**src/design/ple_pkg.sv**
```systemverilog
// Shared types and codes for the positional list engine.
// No dependencies; ple_seq and positional_list_engine_core import this package.
`default_nettype none

package ple_pkg;

    localparam int CAPACITY_DEF = 64;

    localparam logic [2:0] FN_INSERT = 3'd0;
    localparam logic [2:0] FN_REMOVE = 3'd1;
    localparam logic [2:0] FN_GET    = 3'd2;
    localparam logic [2:0] FN_SET    = 3'd3;
    localparam logic [2:0] FN_CLEAR  = 3'd4;

    localparam logic [1:0] ST_DONE   = 2'd0;
    localparam logic [1:0] ST_BADPOS = 2'd1;
    localparam logic [1:0] ST_FULL   = 2'd2;

    typedef struct packed {
        logic [2:0]         func;
        logic [6:0]         position;
        logic signed [31:0] value;
    } ple_req_t;

    typedef struct packed {
        logic signed [31:0] read_value;
        logic [1:0]         status;
        logic [6:0]         count;
        logic               is_empty;
    } ple_rsp_t;

    // Handshake between the sequencer and the top-level output register.
    typedef struct packed {
        logic ready;
        logic done;
    } ple_seq_stat_t;

endpackage

`default_nettype wire

```
**src/design/ple_ram.sv**
```systemverilog
// Generic simple dual-port RAM: one write port, one read port, registered read.
// No dependencies.
`default_nettype none

module ple_ram #(
    parameter int WIDTH = 32,
    parameter int DEPTH = 64
) (
    input  wire logic                     clk,
    input  wire logic                     we,
    input  wire logic [$clog2(DEPTH)-1:0] waddr,
    input  wire logic [WIDTH-1:0]         wdata,
    input  wire logic [$clog2(DEPTH)-1:0] raddr,
    output logic      [WIDTH-1:0]         rdata
);

    logic [WIDTH-1:0] mem [DEPTH];

    always_ff @(posedge clk)
    begin
        if (we)
        begin
            mem[waddr] <= wdata;
        end
        rdata <= mem[raddr];
    end

endmodule

`default_nettype wire

```
**src/design/ple_seq.sv**
```systemverilog
// Sequencer of the positional list engine: holds the entry count and steps a
// shared address unit through the entry RAM to move entries one per cycle.
// Depends on ple_pkg; drives the ports of one ple_ram instance.
`default_nettype none

module ple_seq #(
    parameter int CAPACITY = ple_pkg::CAPACITY_DEF
) (
    input  wire logic                        clk,
    input  wire logic                        rst_n,
    input  wire logic                        start,
    input  wire ple_pkg::ple_req_t           req,
    input  wire logic                        take,
    output ple_pkg::ple_seq_stat_t           stat,
    output ple_pkg::ple_rsp_t                res,
    output logic                             mem_we,
    output logic [$clog2(CAPACITY)-1:0]      mem_waddr,
    output logic [31:0]                      mem_wdata,
    output logic [$clog2(CAPACITY)-1:0]      mem_raddr,
    input  wire logic [31:0]                 mem_rdata
);

    import ple_pkg::*;

    localparam int AW   = $clog2(CAPACITY);
    localparam int CW   = $clog2(CAPACITY + 1);
    localparam int CMPW = (CW > 7) ? CW : 7;

    localparam logic [2:0] S_IDLE  = 3'd0;
    localparam logic [2:0] S_READ  = 3'd1;
    localparam logic [2:0] S_SHIFT = 3'd2;
    localparam logic [2:0] S_DRAIN = 3'd3;
    localparam logic [2:0] S_INSW  = 3'd4;
    localparam logic [2:0] S_FIN   = 3'd5;

    logic [2:0]        state_reg, state_next;
    logic [CW-1:0]     count_reg, count_next;
    logic              up_reg, up_next;
    logic              pend_reg, pend_next;
    logic [AW-1:0]     rd_addr_reg, rd_addr_next;
    logic [AW-1:0]     wr_addr_reg, wr_addr_next;
    logic [AW-1:0]     last_reg, last_next;
    logic [AW-1:0]     pos_reg, pos_next;
    logic [31:0]       val_reg, val_next;
    logic [31:0]       rd_reg, rd_next;
    logic [1:0]        status_reg, status_next;

    logic [CMPW-1:0]   pos_w;
    logic [CMPW-1:0]   count_w;
    logic [AW-1:0]     pos_a;
    logic [AW-1:0]     cnt_m1_a;
    logic [AW-1:0]     step_addr;

    assign pos_w    = CMPW'(req.position);
    assign count_w  = CMPW'(count_reg);
    assign pos_a    = pos_w[AW-1:0];
    assign cnt_m1_a = AW'(count_reg - 1'b1);

    // Shared address unit: one step toward the end of the move.
    assign step_addr = up_reg ? AW'(rd_addr_reg - 1'b1) : AW'(rd_addr_reg + 1'b1);

    always_comb
    begin
        state_next   = state_reg;
        count_next   = count_reg;
        up_next      = up_reg;
        pend_next    = pend_reg;
        rd_addr_next = rd_addr_reg;
        wr_addr_next = wr_addr_reg;
        last_next    = last_reg;
        pos_next     = pos_reg;
        val_next     = val_reg;
        rd_next      = rd_reg;
        status_next  = status_reg;
        mem_we       = 1'b0;
        mem_waddr    = wr_addr_reg;
        mem_wdata    = mem_rdata;
        mem_raddr    = rd_addr_reg;

        unique case (state_reg)
            S_IDLE:
            begin
                mem_raddr = pos_a;
                if (start)
                begin
                    rd_next     = '0;
                    status_next = ST_DONE;
                    pos_next    = pos_a;
                    val_next    = req.value;
                    state_next  = S_FIN;
                    case (req.func)
                        FN_INSERT:
                        begin
                            if (pos_w > count_w)
                            begin
                                status_next = ST_BADPOS;
                            end
                            else if (count_w >= CMPW'(CAPACITY))
                            begin
                                status_next = ST_FULL;
                            end
                            else if (pos_w == count_w)
                            begin
                                mem_we     = 1'b1;
                                mem_waddr  = pos_a;
                                mem_wdata  = req.value;
                                count_next = CW'(count_reg + 1'b1);
                            end
                            else
                            begin
                                up_next      = 1'b1;
                                pend_next    = 1'b0;
                                rd_addr_next = cnt_m1_a;
                                last_next    = pos_a;
                                state_next   = S_SHIFT;
                            end
                        end
                        FN_REMOVE:
                        begin
                            if (pos_w >= count_w)
                            begin
                                status_next = ST_BADPOS;
                            end
                            else if (pos_a == cnt_m1_a)
                            begin
                                count_next = CW'(count_reg - 1'b1);
                            end
                            else
                            begin
                                up_next      = 1'b0;
                                pend_next    = 1'b0;
                                rd_addr_next = AW'(pos_a + 1'b1);
                                last_next    = cnt_m1_a;
                                state_next   = S_SHIFT;
                            end
                        end
                        FN_GET:
                        begin
                            if (pos_w >= count_w)
                            begin
                                status_next = ST_BADPOS;
                            end
                            else
                            begin
                                state_next = S_READ;
                            end
                        end
                        FN_SET:
                        begin
                            if (pos_w >= count_w)
                            begin
                                status_next = ST_BADPOS;
                            end
                            else
                            begin
                                mem_we    = 1'b1;
                                mem_waddr = pos_a;
                                mem_wdata = req.value;
                            end
                        end
                        FN_CLEAR:
                        begin
                            count_next = '0;
                        end
                        default:
                        begin
                        end
                    endcase
                end
            end
            S_READ:
            begin
                rd_next    = mem_rdata;
                state_next = S_FIN;
            end
            S_SHIFT:
            begin
                // The entry read last cycle lands one place over while the next is read.
                mem_we       = pend_reg;
                pend_next    = 1'b1;
                wr_addr_next = up_reg ? AW'(rd_addr_reg + 1'b1) : AW'(rd_addr_reg - 1'b1);
                rd_addr_next = step_addr;
                if (rd_addr_reg == last_reg)
                begin
                    state_next = S_DRAIN;
                end
            end
            S_DRAIN:
            begin
                mem_we = 1'b1;
                if (up_reg)
                begin
                    state_next = S_INSW;
                end
                else
                begin
                    count_next = CW'(count_reg - 1'b1);
                    state_next = S_FIN;
                end
            end
            S_INSW:
            begin
                mem_we     = 1'b1;
                mem_waddr  = pos_reg;
                mem_wdata  = val_reg;
                count_next = CW'(count_reg + 1'b1);
                state_next = S_FIN;
            end
            S_FIN:
            begin
                if (take)
                begin
                    state_next = S_IDLE;
                end
            end
            default:
            begin
                state_next = S_IDLE;
            end
        endcase
    end

    always_ff @(posedge clk or negedge rst_n)
    begin
        if (!rst_n)
        begin
            state_reg <= S_IDLE;
            count_reg <= '0;
            pend_reg  <= 1'b0;
        end
        else
        begin
            state_reg <= state_next;
            count_reg <= count_next;
            pend_reg  <= pend_next;
        end
    end

    always_ff @(posedge clk)
    begin
        up_reg      <= up_next;
        rd_addr_reg <= rd_addr_next;
        wr_addr_reg <= wr_addr_next;
        last_reg    <= last_next;
        pos_reg     <= pos_next;
        val_reg     <= val_next;
        rd_reg      <= rd_next;
        status_reg  <= status_next;
    end

    assign stat.ready     = (state_reg == S_IDLE);
    assign stat.done      = (state_reg == S_FIN);
    assign res.read_value = rd_reg;
    assign res.status     = status_reg;
    assign res.count      = 7'(count_reg);
    assign res.is_empty   = (count_reg == '0);

endmodule

`default_nettype wire

```
**src/design/positional_list_engine_core.sv**
```systemverilog
// Top level of the positional list engine: request/response handshakes and the
// output register. Depends on ple_pkg, ple_seq and ple_ram.
//
//  Channel   Direction  Handshake              Payload
//  req       in         req_valid/req_ready    ple_req_t (func, position, value)
//  rsp       out        rsp_valid/rsp_ready    ple_rsp_t (read_value, status, count, is_empty)
//
// One request is worked at a time; req_ready is high only while the sequencer idles.
// Insert and remove in the middle shift the entries behind the position one place over:
// the entry RAM moves one entry per cycle through its ports.
// The output register lets a new request enter while a response waits on rsp_ready.
// Reset clears the count and all handshake state; no clearing pass is needed.
`default_nettype none

module positional_list_engine_core #(
    parameter int CAPACITY = ple_pkg::CAPACITY_DEF
) (
    input  wire logic              clk,
    input  wire logic              rst_n,
    input  wire logic              req_valid,
    output logic                   req_ready,
    input  wire ple_pkg::ple_req_t req,
    output logic                   rsp_valid,
    input  wire logic              rsp_ready,
    output ple_pkg::ple_rsp_t      rsp
);

    import ple_pkg::*;

    localparam int AW = $clog2(CAPACITY);

    ple_seq_stat_t stat;
    ple_rsp_t      res;
    logic          take;
    logic          mem_we;
    logic [AW-1:0] mem_waddr;
    logic [AW-1:0] mem_raddr;
    logic [31:0]   mem_wdata;
    logic [31:0]   mem_rdata;
    logic          rsp_valid_reg;
    ple_rsp_t      rsp_reg;

    assign req_ready = stat.ready;
    assign take      = stat.done && (!rsp_valid_reg || rsp_ready);

    ple_seq #(
        .CAPACITY (CAPACITY)
    ) u_seq (
        .clk       (clk),
        .rst_n     (rst_n),
        .start     (req_valid && req_ready),
        .req       (req),
        .take      (take),
        .stat      (stat),
        .res       (res),
        .mem_we    (mem_we),
        .mem_waddr (mem_waddr),
        .mem_wdata (mem_wdata),
        .mem_raddr (mem_raddr),
        .mem_rdata (mem_rdata)
    );

    ple_ram #(
        .WIDTH (32),
        .DEPTH (CAPACITY)
    ) u_ram (
        .clk   (clk),
        .we    (mem_we),
        .waddr (mem_waddr),
        .wdata (mem_wdata),
        .raddr (mem_raddr),
        .rdata (mem_rdata)
    );

    always_ff @(posedge clk or negedge rst_n)
    begin
        if (!rst_n)
        begin
            rsp_valid_reg <= 1'b0;
        end
        else if (take)
        begin
            rsp_valid_reg <= 1'b1;
        end
        else if (rsp_ready)
        begin
            rsp_valid_reg <= 1'b0;
        end
    end

    always_ff @(posedge clk)
    begin
        if (take)
        begin
            rsp_reg <= res;
        end
    end

    assign rsp_valid = rsp_valid_reg;
    assign rsp       = rsp_reg;

    a_busy_after_accept: assert property (@(posedge clk) disable iff (!rst_n)
        (req_valid && req_ready) |=> !req_ready)
        else $error("sequencer still ready after accepting a transaction");

    a_result_held: assert property (@(posedge clk) disable iff (!rst_n)
        (stat.done && !take) |=> (stat.done && $stable(res)))
        else $error("finished result changed before hand-off");

    a_empty_count: assert property (@(posedge clk) disable iff (!rst_n)
        (rsp_valid && rsp.is_empty) |-> (rsp.count == 7'd0))
        else $error("empty flag set with a nonzero count");

    a_zero_on_error: assert property (@(posedge clk) disable iff (!rst_n)
        (rsp_valid && rsp.status != ST_DONE) |-> (rsp.read_value == 32'sd0))
        else $error("nonzero read value on a failed transaction");

endmodule

`default_nettype wire
```
**config.mk**
```make
export PLATFORM = sky130hd
export DESIGN_NAME = positional_list_engine_core
export DESIGN_NICKNAME = d
export VERILOG_FILES = /design/src/design/ple_pkg.sv /design/src/design/ple_ram.sv /design/src/design/ple_seq.sv /design/src/design/positional_list_engine_core.sv
export SDC_FILE = /design/constraint.sdc
export NUM_CORES = 2
export LEC_CHECK = 0
export BUFFER_PORTS_ARGS = -buffer_cell sky130_fd_sc_hd__buf_2
export CORE_MARGIN = 5
export CORE_UTILIZATION = 45
export DETAILED_ROUTE_END_ITERATION = 10
export PLACE_DENSITY = 0.61
export SLEW_MARGIN = 20
export SYNTH_ARGS = -nofsm -noshare
export SYNTH_HDL_FRONTEND = slang
export SYNTH_SLANG_ARGS = --single-unit
```
**constraint.sdc**
```tcl
create_clock -name clk -period 6.1 [get_ports clk]
set_input_delay 1.22 -clock clk [delete_from_list [all_inputs] [get_ports clk]]
set_output_delay 1.22 -clock clk [all_outputs]
set_load 0.05 [all_outputs]
```
==> run_summary.xml <==
<?xml version="1.0" encoding="UTF-8"?>
<metrics>
  <group name="outcome">
    <metric name="outcome" unit="">complete, no violations</metric>
  </group>
  <group name="synth">
    <metric name="synthesis.area" unit="um^2">88900</metric>
    <metric name="synth.avg_cell_area" unit="um^2">13.4</metric>
    <metric name="total_of_flip_flops_plus_latches_after_synthesis" unit="">2225</metric>
    <metric name="async_reset_ff_share" unit="%">0.539</metric>
    <metric name="edff_count_synth" unit="">2181</metric>
    <metric name="proportion_of_synthesized_chip_area_in_sequential_cells" unit="%">74.7</metric>
    <metric name="synth_top_flop_cell" unit="">sky130_fd_sc_hd__edfxtp_1</metric>
    <metric name="synth_cell_type_count" unit="">93</metric>
    <metric name="synthesis.yosys.warnings" unit="">0</metric>
    <metric name="postSynthCellCount" unit="">6635</metric>
    <metric name="syn-num-nets" unit="">6693</metric>
  </group>
  <group name="critical_path">
    <metric name="worst-path-max-fanout" unit="">32</metric>
    <metric name="worst-r2r-cell-count" unit="">11</metric>
    <metric name="worst_setup_path_endpoint" unit="">u_ram.mem[24][8]$_DFFE_PP_</metric>
    <metric name="critical_path_arrival" unit="ns">5.28</metric>
    <metric name="timing.critical_path.to_type" unit="">flop</metric>
    <metric name="cp-start-kind" unit="">flop</metric>
    <metric name="worst-setup-path-type" unit="">flop to flop</metric>
    <metric name="r2r-end" unit="">u_ram.mem[24][8]$_DFFE_PP_</metric>
    <metric name="r2r_start" unit="">u_seq.count_reg[6]$_DFFE_PN0P_</metric>
    <metric name="startpoint" unit="">u_seq.count_reg[6]$_DFFE_PN0P_</metric>
    <metric name="regToRegSetupSlack" unit="ns">1.30</metric>
    <metric name="worst-endpoint-required" unit="ns">6.58</metric>
  </group>
  <group name="detailed_routing">
    <metric name="num_vias" unit="">59048</metric>
    <metric name="routed_wirelength" unit="mm">295</metric>
    <metric name="post_drt_via_cell_ratio" unit="">6.08</metric>
    <metric name="drt_iter0_markers" unit="">8252</metric>
    <metric name="routed_wl_per_cell" unit="um">30.4</metric>
    <metric name="post-route-drc-count" unit="">0</metric>
    <metric name="postRouteAntennaNets" unit="">0</metric>
    <metric name="drt_pass1_iterations" unit="">6</metric>
  </group>
  <group name="timing">
    <metric name="timing_hold_violations_final" unit="">0</metric>
    <metric name="timing_max_transition_violations_final" unit="">0</metric>
    <metric name="fin_worst_skew" unit="ns">0.0392</metric>
    <metric name="final_period_minus_worst_setup_slack" unit="ns">4.80</metric>
    <metric name="fin_crit_sh" unit="%">78.7</metric>
    <metric name="timing.slew.headroom" unit="%">24.3</metric>
    <metric name="finalHoldWorstSlack" unit="ns">0.265</metric>
    <metric name="worst_pin_slew" unit="ns">1.13</metric>
    <metric name="max_freq" unit="MHz">208</metric>
    <metric name="setup_viol" unit="">0</metric>
    <metric name="rsz0062_at_grt" unit="">false</metric>
  </group>
  <group name="final_layout">
    <metric name="leading_cell_types_in_the_layout_fill_and_taps_excluded" unit="">sky130_fd_sc_hd__edfxtp_1, sky130_fd_sc_hd__nand2_1, sky130_fd_sc_hd__nand3_1, sky130_fd_sc_hd__buf_4, sky130_fd_sc_hd__clkbuf_16</metric>
    <metric name="multi_input_area" unit="um^2">21100</metric>
    <metric name="regArea" unit="um^2">66400</metric>
    <metric name="fin_util" unit="%">51.8</metric>
    <metric name="final_layout_size_suffix_gt1_share" unit="%">12.7</metric>
    <metric name="synthesis_to_layout_area_growth" unit="%">14.6</metric>
    <metric name="finish.net_count" unit="">6926</metric>
    <metric name="final_cell_area" unit="um^2">102000</metric>
    <metric name="post_layout_nonfiller_instances" unit="">9705</metric>
    <metric name="largest_register_ff_count" unit="">2048</metric>
    <metric name="n_fill_cell" unit="">16283</metric>
    <metric name="most_frequent_standard_cell_in_the_layout_excluding_fill_and_tap_cells" unit="">sky130_fd_sc_hd__edfxtp_1</metric>
  </group>
  <group name="floorplan">
    <metric name="die_height" unit="um">454</metric>
    <metric name="top_level_ports" unit="">90</metric>
    <metric name="floorplan.initialDensity" unit="%">45.2</metric>
    <metric name="placeableCoreArea" unit="um^2">197000</metric>
    <metric name="floorplan.die.width" unit="um">454</metric>
    <metric name="floorplan.die_area" unit="um^2">206000</metric>
    <metric name="fp-row-count" unit="">163</metric>
  </group>
  <group name="global_route">
    <metric name="initial_antenna_violation_count" unit="">22</metric>
    <metric name="first_pass_grt_wire_length" unit="mm">413</metric>
    <metric name="grt_overflow" unit="">0</metric>
    <metric name="grt_start_max_net_pins" unit="">90</metric>
    <metric name="global_route.usage.total" unit="%">28.0</metric>
    <metric name="number_of_global_route_vias_before_repair" unit="">54818</metric>
  </group>
  <group name="clock_tree">
    <metric name="insertion_delay" unit="ns">0.87</metric>
    <metric name="hold_buffers" unit="">0</metric>
    <metric name="clock_tree_from_tritoncts" unit="">done</metric>
    <metric name="tritoncts.num_buffers" unit="">218</metric>
    <metric name="clk_path_buf_depth" unit="">3</metric>
    <metric name="clkTransAtPathRegs" unit="ns">0.06</metric>
    <metric name="clock_root_buffer" unit="">sky130_fd_sc_hd__clkbuf_16</metric>
    <metric name="cts_resized" unit="">0</metric>
    <metric name="numClockSinks" unit="">2225</metric>
    <metric name="cts.repair_timing.setup_buffer_count" unit="">0</metric>
    <metric name="cts_max_level" unit="">4</metric>
  </group>
  <group name="power_and_ir_drop">
    <metric name="p_per_area" unit="nW/um^2">524</metric>
    <metric name="power.leakage" unit="nW">34.6</metric>
    <metric name="power.ir.vdd_worst" unit="mV">0.446</metric>
  </group>
  <group name="placed_design">
    <metric name="place.detailed.instances" unit="">9288</metric>
    <metric name="finalWeightedCongestion" unit="">0.929</metric>
    <metric name="placedInstanceArea" unit="um^2">94800</metric>
    <metric name="detailedPlacementHpwl" unit="mm">181</metric>
    <metric name="numPortBuffers" unit="">89</metric>
  </group>
  <group name="flow_run">
    <metric name="cap_viol_max_count" unit="">0</metric>
  </group>
  <group name="min_path">
    <metric name="min_path_type" unit="">input pin to async pin</metric>
  </group>
</metrics>
how the worst min path moves through the flow:
stage	from	end	slack (ns)	cells after the start
floorplan	u_seq.rd_reg[0]$_SDFFCE_PN0P_	rsp[10]$_DFFE_PP_	0.40	0
global placement	u_seq.rd_reg[6]$_SDFFCE_PN0P_	rsp[16]$_DFFE_PP_	0.40	0
detailed placement	u_seq.rd_reg[18]$_SDFFCE_PN0P_	rsp[28]$_DFFE_PP_	0.41	0
CTS	rst_n	u_seq.pend_reg$_DFFE_PN0P_	0.20	1
global route	rst_n	u_seq.pend_reg$_DFFE_PN0P_	0.25	1
finish	rst_n	u_seq.state_reg[1]$_DFFE_PN0P_	0.26	1
cell usage after synthesis (11+ instances only):
master,instances,area share [%]
sky130_fd_sc_hd__a211oi_1,18,0.15
sky130_fd_sc_hd__a21oi_1,190,1.1
sky130_fd_sc_hd__a221oi_1,20,0.20
sky130_fd_sc_hd__a22oi_1,15,0.13
sky130_fd_sc_hd__a311oi_1,54,0.53
sky130_fd_sc_hd__a31oi_1,189,1.3
sky130_fd_sc_hd__a32o_1,11,0.12
sky130_fd_sc_hd__a32oi_1,44,0.43
sky130_fd_sc_hd__and2_1,39,0.27
sky130_fd_sc_hd__and3_1,118,0.83
sky130_fd_sc_hd__buf_1,41,0.17
sky130_fd_sc_hd__buf_2,260,1.5
sky130_fd_sc_hd__buf_4,12,0.10
sky130_fd_sc_hd__clkbuf_1,92,0.39
sky130_fd_sc_hd__dfrtp_1,12,0.34
sky130_fd_sc_hd__dfxtp_1,32,0.72
sky130_fd_sc_hd__edfxtp_1,2181,74
sky130_fd_sc_hd__ha_1,12,0.17
sky130_fd_sc_hd__inv_1,18,0.076
sky130_fd_sc_hd__mux2i_1,144,1.6
sky130_fd_sc_hd__nand2_1,1842,7.8
sky130_fd_sc_hd__nand3_1,557,3.1
sky130_fd_sc_hd__nand4_1,76,0.53
sky130_fd_sc_hd__nor2_1,202,0.85
sky130_fd_sc_hd__nor3_1,39,0.22
sky130_fd_sc_hd__o2111ai_1,19,0.19
sky130_fd_sc_hd__o21a_1,36,0.30
sky130_fd_sc_hd__o21ai_0,76,0.43
sky130_fd_sc_hd__o221ai_1,11,0.11
sky130_fd_sc_hd__o22ai_1,24,0.17
sky130_fd_sc_hd__o311ai_0,31,0.31
sky130_fd_sc_hd__or3_1,19,0.13
sky130_fd_sc_hd__or4_1,15,0.13
sky130_fd_sc_hd__xnor2_1,16,0.16
sky130_fd_sc_hd__xor2_1,12,0.12
power breakdown:
part           internal, mW  switching (mW)  leakage [nW]  total, mW
combinational          4.34            13.6          11.1       18.0
clock                  7.53            5.81          3.47       13.3
sequential             21.4           0.640          20.0       22.1
total                  33.3            20.1          34.6       53.4
cell families (layout without fill, tap and decap cells):
group	count (synthesis)	after routing	synth area share [%]
mux	154	154	1.78
simple gates	2959	2959	14.3
flops	2225	2225	74.7
compound gates	822	822	6.35
fa+ha+maj	12	12	0.169
buf+inv	433	854	2.32
xor+xnor	30	30	0.327
other cells	0	9	0
routing by layer:
layer | up-vias | part of all wire, % | GRT usage [%]
met4 | 24 | 5.9 | 14.3
met3 | 612 | 10 | 5.50
li1 | 25186 | - | -
met2 | 3508 | 46 | 43.1
met1 | 29718 | 38 | 38.1
met5 | - | 0.082 | 0.396
through the flow:
step / setup TNS, ns / setup slack, ns / total power, mW
finish: 0 / 1.30 / 53.4
global route: 0 / 1.10 / 55.1
CTS: 0 / 1.37 / 53.3
detailed placement: 0 / 0.671 / 40.1
global placement: 0 / 0.687 / 39.8
floorplan: -14.14 / -0.222 / 31.8
layout make-up:
class	instances	share of cell area (%)
antenna	9	0.0221
clock buffer	272	5.68
clock inverter	136	1.22
inverter	19	0.0700
multi-input combinational	3977	20.7
sequential	2225	65.2
tap	2640	3.24
timing repair buffer	427	3.87
critical path, cell delays in order, from the launching register on:
cell and delay [ns]:
sky130_fd_sc_hd__dfrtp_1 0.48, sky130_fd_sc_hd__inv_1 0.18, sky130_fd_sc_hd__ha_1 0.35, sky130_fd_sc_hd__nand2_1 0.06, sky130_fd_sc_hd__o21ai_0 0.57, sky130_fd_sc_hd__a2111oi_4 0.17, sky130_fd_sc_hd__or2_2 0.39, sky130_fd_sc_hd__a21oi_1 0.32
sky130_fd_sc_hd__o21ai_0 0.31, sky130_fd_sc_hd__or3_1 0.81, sky130_fd_sc_hd__nor2_4 0.22, sky130_fd_sc_hd__buf_4 0.49
No activity file was read; power rests on OpenSTA's default activity.
